[src/rtl/core/bdq_pkg.sv]
// bdq_pkg: shared types and constants for the bounded array deque
`timescale 1ns / 1ps
package bdq_pkg;

   localparam int DEPTH  = 64;
   localparam int IDX_W  = $clog2(DEPTH);
   localparam int CNT_W  = IDX_W + 1;
   localparam int DATA_W = 32;

   localparam logic [2:0] CMD_PUSH_FRONT = 3'd0;
   localparam logic [2:0] CMD_PUSH_BACK  = 3'd1;
   localparam logic [2:0] CMD_POP_FRONT  = 3'd2;
   localparam logic [2:0] CMD_POP_BACK   = 3'd3;
   localparam logic [2:0] CMD_PEEK       = 3'd4;
   localparam logic [2:0] CMD_DUMP       = 3'd5;

   localparam logic [1:0] STAT_OK    = 2'd0;
   localparam logic [1:0] STAT_OVF   = 2'd1;
   localparam logic [1:0] STAT_EMPTY = 2'd2;

   typedef struct packed {
      logic [2:0]               command;
      logic signed [DATA_W-1:0] push_value;
   } bdq_req_type;

   typedef struct packed {
      logic [1:0]               status;
      logic signed [DATA_W-1:0] front_value;
      logic signed [DATA_W-1:0] back_value;
      logic [CNT_W-1:0]         element_count;
      logic                     is_vacant;
      logic signed [DATA_W-1:0] dump_value;
      logic                     last;
   } bdq_rsp_type;

endpackage

[src/rtl/core/bounded_array_deque.sv]
// bounded_array_deque: linear array deque with push, pop, peek and dump commands
//
//   channel  | signals                         | direction
//   ---------+---------------------------------+----------
//   request  | req_valid, req_ready, req_payload | in
//   response | rsp_valid, rsp_ready, rsp_payload | out
//
// Each command steps through execute, front read, back read, back capture and emit;
// a non-empty dump swaps emit for a read and an output step per element. The single
// read port of the storage sets this: front, back and every dumped word are read one
// after another. The next request can be accepted while the last response is pending.
// Reset clears head, tail, vacant flag and sequencer; dump pointer and storage are not cleared.
// A stalled response only holds the sequencer at its output step.
`timescale 1ns / 1ps
module bounded_array_deque (
   input  logic                 clock,
   input  logic                 reset,
   input  logic                 req_valid,
   output logic                 req_ready,
   input  bdq_pkg::bdq_req_type req_payload,
   output logic                 rsp_valid,
   input  logic                 rsp_ready,
   output bdq_pkg::bdq_rsp_type rsp_payload
);

   typedef enum logic [7:0] {
      S_IDLE = 8'b0000_0001,
      S_EXEC = 8'b0000_0010,
      S_RDF  = 8'b0000_0100,
      S_RDB  = 8'b0000_1000,
      S_CAPB = 8'b0001_0000,
      S_EMIT = 8'b0010_0000,
      S_DRD  = 8'b0100_0000,
      S_DOUT = 8'b1000_0000
   } state_type;

   localparam logic [bdq_pkg::IDX_W-1:0] IDX_TOP = bdq_pkg::IDX_W'(bdq_pkg::DEPTH - 1);
   localparam logic [bdq_pkg::IDX_W-1:0] IDX_ZERO = '0;

   state_type state_ff, state_in;
   logic [bdq_pkg::IDX_W-1:0] head_ff, head_in;
   logic [bdq_pkg::IDX_W-1:0] tail_ff, tail_in;
   logic vacant_ff, vacant_in;
   logic [bdq_pkg::IDX_W-1:0] dptr_ff, dptr_in;
   logic [2:0] cmd_ff, cmd_in;
   logic signed [bdq_pkg::DATA_W-1:0] val_ff, val_in;
   logic [1:0] status_ff, status_in;
   logic signed [bdq_pkg::DATA_W-1:0] front_ff, front_in;
   logic signed [bdq_pkg::DATA_W-1:0] back_ff, back_in;
   logic rsp_valid_ff, rsp_valid_in;
   bdq_pkg::bdq_rsp_type rsp_ff, rsp_in;

   logic wr_en;
   logic [bdq_pkg::IDX_W-1:0] wr_addr;
   logic rd_en;
   logic [bdq_pkg::IDX_W-1:0] rd_addr;
   logic signed [bdq_pkg::DATA_W-1:0] rd_data;
   logic slot_free;
   logic [bdq_pkg::CNT_W-1:0] count;

   bdq_store u_store (
      .clock   (clock),
      .wr_en   (wr_en),
      .wr_addr (wr_addr),
      .wr_data (val_ff),
      .rd_en   (rd_en),
      .rd_addr (rd_addr),
      .rd_data (rd_data)
   );

   assign slot_free = !rsp_valid_ff || rsp_ready;
   assign count = vacant_ff ? '0
                  : ({1'b0, tail_ff} - {1'b0, head_ff} + bdq_pkg::CNT_W'(1));

   always_comb begin
      state_in     = state_ff;
      head_in      = head_ff;
      tail_in      = tail_ff;
      vacant_in    = vacant_ff;
      dptr_in      = dptr_ff;
      cmd_in       = cmd_ff;
      val_in       = val_ff;
      status_in    = status_ff;
      front_in     = front_ff;
      back_in      = back_ff;
      rsp_in       = rsp_ff;
      rsp_valid_in = rsp_valid_ff && !rsp_ready;
      wr_en        = 1'b0;
      wr_addr      = IDX_ZERO;
      rd_en        = 1'b0;
      rd_addr      = head_ff;
      req_ready    = 1'b0;

      unique case (state_ff)
         S_IDLE: begin
            req_ready = 1'b1;
            if (req_valid) begin
               cmd_in   = req_payload.command;
               val_in   = req_payload.push_value;
               state_in = S_EXEC;
            end
         end
         S_EXEC: begin
            status_in = bdq_pkg::STAT_OK;
            state_in  = S_RDF;
            unique case (cmd_ff)
               bdq_pkg::CMD_PUSH_FRONT, bdq_pkg::CMD_PUSH_BACK: begin
                  if (vacant_ff) begin
                     // first element always lands at index 0
                     vacant_in = 1'b0;
                     head_in   = IDX_ZERO;
                     tail_in   = IDX_ZERO;
                     wr_en     = 1'b1;
                     wr_addr   = IDX_ZERO;
                  end else if (cmd_ff == bdq_pkg::CMD_PUSH_FRONT) begin
                     if (head_ff == IDX_ZERO) begin
                        status_in = bdq_pkg::STAT_OVF;
                     end else begin
                        head_in = head_ff - 1'b1;
                        wr_en   = 1'b1;
                        wr_addr = head_ff - 1'b1;
                     end
                  end else begin
                     if (tail_ff == IDX_TOP) begin
                        status_in = bdq_pkg::STAT_OVF;
                     end else begin
                        tail_in = tail_ff + 1'b1;
                        wr_en   = 1'b1;
                        wr_addr = tail_ff + 1'b1;
                     end
                  end
               end
               bdq_pkg::CMD_POP_FRONT, bdq_pkg::CMD_POP_BACK: begin
                  if (vacant_ff) begin
                     status_in = bdq_pkg::STAT_EMPTY;
                  end else if (head_ff >= tail_ff) begin
                     vacant_in = 1'b1;
                     head_in   = IDX_ZERO;
                     tail_in   = IDX_ZERO;
                  end else if (cmd_ff == bdq_pkg::CMD_POP_FRONT) begin
                     head_in = head_ff + 1'b1;
                  end else begin
                     tail_in = tail_ff - 1'b1;
                  end
               end
               default: begin
                  // peek, dump and the unused codes
                  if (vacant_ff) begin
                     status_in = bdq_pkg::STAT_EMPTY;
                  end
               end
            endcase
         end
         S_RDF: begin
            rd_en    = 1'b1;
            rd_addr  = head_ff;
            state_in = S_RDB;
         end
         S_RDB: begin
            rd_en    = 1'b1;
            rd_addr  = tail_ff;
            front_in = vacant_ff ? '0 : rd_data;
            state_in = S_CAPB;
         end
         S_CAPB: begin
            back_in = vacant_ff ? '0 : rd_data;
            dptr_in = head_ff;
            if (cmd_ff == bdq_pkg::CMD_DUMP && !vacant_ff) begin
               state_in = S_DRD;
            end else begin
               state_in = S_EMIT;
            end
         end
         S_EMIT: begin
            if (slot_free) begin
               rsp_in.status        = status_ff;
               rsp_in.front_value   = front_ff;
               rsp_in.back_value    = back_ff;
               rsp_in.element_count = count;
               rsp_in.is_vacant     = vacant_ff;
               rsp_in.dump_value    = '0;
               rsp_in.last          = 1'b1;
               rsp_valid_in         = 1'b1;
               state_in             = S_IDLE;
            end
         end
         S_DRD: begin
            rd_en    = 1'b1;
            rd_addr  = dptr_ff;
            state_in = S_DOUT;
         end
         S_DOUT: begin
            if (slot_free) begin
               rsp_in.status        = bdq_pkg::STAT_OK;
               rsp_in.front_value   = front_ff;
               rsp_in.back_value    = back_ff;
               rsp_in.element_count = count;
               rsp_in.is_vacant     = 1'b0;
               rsp_in.dump_value    = rd_data;
               rsp_in.last          = (dptr_ff == tail_ff);
               rsp_valid_in         = 1'b1;
               dptr_in              = dptr_ff + 1'b1;
               state_in             = (dptr_ff == tail_ff) ? S_IDLE : S_DRD;
            end
         end
         default: begin
            state_in = S_IDLE;
         end
      endcase
   end

   always_ff @(posedge clock) begin
      if (reset) begin
         state_ff     <= S_IDLE;
         head_ff      <= '0;
         tail_ff      <= '0;
         vacant_ff    <= 1'b1;
         rsp_valid_ff <= 1'b0;
      end else begin
         state_ff     <= state_in;
         head_ff      <= head_in;
         tail_ff      <= tail_in;
         vacant_ff    <= vacant_in;
         rsp_valid_ff <= rsp_valid_in;
      end
   end

   always_ff @(posedge clock) begin
      dptr_ff   <= dptr_in;
      cmd_ff    <= cmd_in;
      val_ff    <= val_in;
      status_ff <= status_in;
      front_ff  <= front_in;
      back_ff   <= back_in;
      rsp_ff    <= rsp_in;
   end

   assign rsp_valid   = rsp_valid_ff;
   assign rsp_payload = rsp_ff;

endmodule

[src/rtl/core/bdq_store.sv]
// bdq_store: element storage, one write port and one registered read port
`timescale 1ns / 1ps
module bdq_store (
   input  logic                             clock,
   input  logic                             wr_en,
   input  logic [bdq_pkg::IDX_W-1:0]        wr_addr,
   input  logic signed [bdq_pkg::DATA_W-1:0] wr_data,
   input  logic                             rd_en,
   input  logic [bdq_pkg::IDX_W-1:0]        rd_addr,
   output logic signed [bdq_pkg::DATA_W-1:0] rd_data
);

   logic signed [bdq_pkg::DATA_W-1:0] mem [bdq_pkg::DEPTH];
   logic signed [bdq_pkg::DATA_W-1:0] rd_data_ff;

   always_ff @(posedge clock) begin
      if (wr_en) begin
         mem[wr_addr] <= wr_data;
      end
   end

   // read data holds until the next read
   always_ff @(posedge clock) begin
      if (rd_en) begin
         rd_data_ff <= mem[rd_addr];
      end
   end

   assign rd_data = rd_data_ff;

endmodule
[config.mk]
export PLATFORM = sky130hd
export DESIGN_NAME = bounded_array_deque
export DESIGN_NICKNAME = d
export VERILOG_FILES = /design/src/rtl/core/bdq_pkg.sv /design/src/rtl/core/bounded_array_deque.sv /design/src/rtl/core/bdq_store.sv
export SDC_FILE = /design/constraint.sdc
export NUM_CORES = 2
export LEC_CHECK = 0
export BUFFER_PORTS_ARGS = -buffer_cell sky130_fd_sc_hd__clkbuf_2
export CAP_MARGIN = 20
export CORE_ASPECT_RATIO = 1.5
export CORE_UTILIZATION = 67
export CTS_BUF_LIST = sky130_fd_sc_hd__clkbuf_8
export DETAILED_ROUTE_END_ITERATION = 16
export PLACE_DENSITY = 0.86
export SETUP_SLACK_MARGIN = 0.1
export SYNTH_ARGS = -nofsm -noshare
export SYNTH_HDL_FRONTEND = slang
export SYNTH_HIERARCHICAL = 1
export SYNTH_SLANG_ARGS = --single-unit
[constraint.sdc]
create_clock -name clock -period 14.3 [get_ports clock]
set_input_delay 0.715 -clock clock [delete_from_list [all_inputs] [get_ports clock]]
set_output_delay 0.715 -clock clock [all_outputs]
set_load 0.03 [all_outputs]
==> metrics.txt <==
CP most frequent cell buf_4; switch share 21.1%; top achievable clock speed 147 MHz; CTS Buffer Depth 4; slowest stage delay, CP approximately 0.95 ns; Net Sw Power 2670 uW; Clock Skew about 0.088 ns; Final period util 47.5%; status finished, final reports clean; die area approximately 130,000 um2; minimum clock period after layout approximately 6.8 ns; residual DRC count 0; RSZ-0062 raised after global routing false; via count 48,900; H-tree depth 5; setup violators final 0; cells after synthesis 4,143; CP cell instances nor3_1, nand2_1, nor2_1, a221o_4, buf_4, buf_4, buf_4, mux2i_1, o22ai_1, o211ai_1, a311o_1, a21oi_1; Slew @ Worst Pin 1.26 ns; gr usage total between 30% and 40%; Post-synth EDFFs 2,294; First-pass DRT Iterations 8; vias in the first global route 50,100; commonest non-fill, non-tap cell in the layout edfxtp_1; Hold Vio Cnt, Final 0; Synth Warn # 6; asr flop ratio synth 0%; first-pass GRT wire length roughly 350,000 um; clock root cell clkbuf_8; antenna violations before repair 8; Seq/Total Area, Yosys around four fifths; drt total wl 248,000 um; nets ~4,600; CP max FO between 50 and 60; ys flop type edfxtp_1; HP Class primary input to flop; Final Max Tran Viols 0; layout cells sized above 1 25.7%; GR Layer Usage met1 roughly 43%; CTS Buf Count roughly 330; syn_area_per_cell 21.4 um2; GR Util met2 between 60% and 70%; Yosys cell types a little over 80; post-synthesis cell area just under 90,000 um2; Seq cells post-synth ~2,300; cell internal pwr about 10000 uW; register clock-pin slew on the reported worst setup and hold paths about 0.09 ns; Chip Width about 300 um; CP Data Required Time around 15 ns; Resized Gates After CTS 0; area grow syn2layout 10.6%; IO Pins about 150; Iteration-0 DRC Markers ~8,900; antenna-violating nets left 0; gp weighted congestion roughly 0.9; # rows 163; CP endpoint kind flop; MaxCap Viol Count 0; Initial Utilization 67.5%; maximum vdd drop 107 uV; commonest cells after routing, fill and taps aside edfxtp_1 (2,294), mux4_2 (446), clkbuf_8 (334), mux2i_1 (189), clkbuf_2 (147); DR vias/cell roughly 7.5; grt met3 use a little under a tenth; final setup TNS 0 ns; PwrDens approximately 130 nW/um2; hold slack between 0.07 and 0.08 ns; Hold-fix buffers, CTS 35; Die Y ~450 um; routed length per instance between 30 and 40 um; area of the core approximately 130,000 um2; Max stage delay cell, worst path a221o_4; Crit Path Class flop to flop; CTS tree done; CP arrival around 7.6 ns; Comb pwr share about 1.7%; Worst-Skew Late Latency between 1 and 1.5 ns; Post-Syn Nets around 4,200; Post-DP HPWL ~130,000 um; Setup crit start kind flop; GRT busiest layer met2; Slew HR about 16%; static leakage 0.0304 uW; CTS Sinks around 2,300; pin count of the biggest net entering global routing 135; GRT overflow 0; part of the power in the clock network 38.9%; number of post-CTS setup repair buffers 0; Overall Power 12,600 uW; Seq pwr share 59.4%; Port Buffer Count between 100 and 150
==> sequential cells by signal (all words and copies together), names as in the netlist, 2 cells and up <==
register / count
status_ff: 2
tail_ff: 6
back_ff: 32
dptr_ff: 6
u_store/rd_data: 32
val_ff: 32
cmd_ff: 3
front_ff: 32
state_ff: 8
u_store/mem: 2048
head_ff: 6
rsp_payload: 107
==> logic make-up after synthesis <==
kind of cell             share of synthesized area (%)
flip-flops                                        78.0
adder cells (fa/ha/maj)                          0.355
buffers and inverters                             1.74
multiplexers                                      13.4
XOR/XNOR                                         0.237
AO/OA/AOI/OAI                                     3.58
AND/OR/NAND/NOR                                   2.61
==> metal layers <==
layer | share of wire (%) | vias to the layer above
met2 | 49 | 5499
li1 | - | 18200
met1 | 28 | 23800
met3 | 14 | 1421
met5 | 0.0052 | -
met4 | 8.9 | 2
==> cells in the mapped netlist, types with 9 or more instances <==
cell,instances,area share [%]
edfxtp_1,2294,78
mux4_2,446,11
mux2i_1,189,2.1
a22oi_1,130,1.1
nor2_1,127,0.54
clkbuf_1,92,0.39
nand3_1,65,0.37
buf_2,57,0.32
nor2b_1,55,0.39
nand2_1,50,0.21
a21oi_1,46,0.26
o22ai_1,42,0.30
o21ai_0,41,0.23
and2_1,38,0.27
buf_6,34,0.43
buf_4,30,0.25
inv_1,28,0.12
nor3_1,28,0.16
a211oi_1,24,0.20
dfxtp_1,22,0.50
ha_1,22,0.31
a31oi_1,21,0.15
o221ai_1,16,0.16
o211ai_1,15,0.13
xnor2_1,15,0.15
o22a_1,13,0.13
a22o_1,12,0.12
a311o_1,12,0.14
nand2b_1,11,0.077
a211o_1,9,0.089
and3_1,9,0.063
xor2_1,9,0.089
==> power by group through the flow <==
| stage | Clock [uW] | Combinational [uW] | Sequential (uW) |
|---|---|---|---|
| 2_1_floorplan | 0 | 39.8 | 7720 |
| 3_3_place_gp | 0 | 178 | 7650 |
| 3_5_place_dp | 0 | 196 | 7660 |
| 4_1_cts | 4910 | 206 | 7510 |
| 5_1_grt | 5170 | 219 | 7510 |
| 6_report | 4910 | 217 | 7510 |
==> critical path, delay by kind of cell (launching register included) <==
family,cells,cell delay (ns)
compound gates,5,2.05
buf+inv,3,2.42
flops,1,0.39
mux,1,0.20
simple gates,3,1.45
==> stage by stage <==
stage / std cells / setup slack, ns / util [%] / area, um2
floorplan: 4143 / 8.11 / - / 88800
global placement: 5929 / 8.03 / 69.9 / 92000
detailed placement: 5931 / 7.71 / 69.9 / 92000
CTS: 6510 / 7.49 / 74.7 / 98200
global route: 6513 / 7.10 / 74.7 / 98300
finish: 6519 / 7.51 / 74.7 / 98300
==> layout make-up <==
| class | count | area (um2) |
|---|---|---|
| well taps | 1732 | 2170 |
| inverters | 30 | 113 |
| fillers | 6029 | 33300 |
| repair buffers | 325 | 2270 |
| flip-flops and latches | 2316 | 69300 |
| diodes | 7 | 17.5 |
| clock inverters | 210 | 1250 |
| clock buffers | 334 | 4600 |
| multi-input cells | 1565 | 18500 |
==> final timing paths <==
| kind | startpoint | to | slack (ns) | depth (start not counted) |
|---|---|---|---|---|
| worst max-delay path | state_ff[7] | u_store/rd_data[27] | 7.51 | 12 |
| worst min-delay path | req_valid | state_ff[1] | 0.07 | 2 |
| worst max register to register | state_ff[7] | u_store/rd_data[27] | 7.51 | 12 |
| worst min register to register | front_ff[8] | rsp_payload[81] | 0.42 | 0 |
Power figures use the tool's default switching activity.
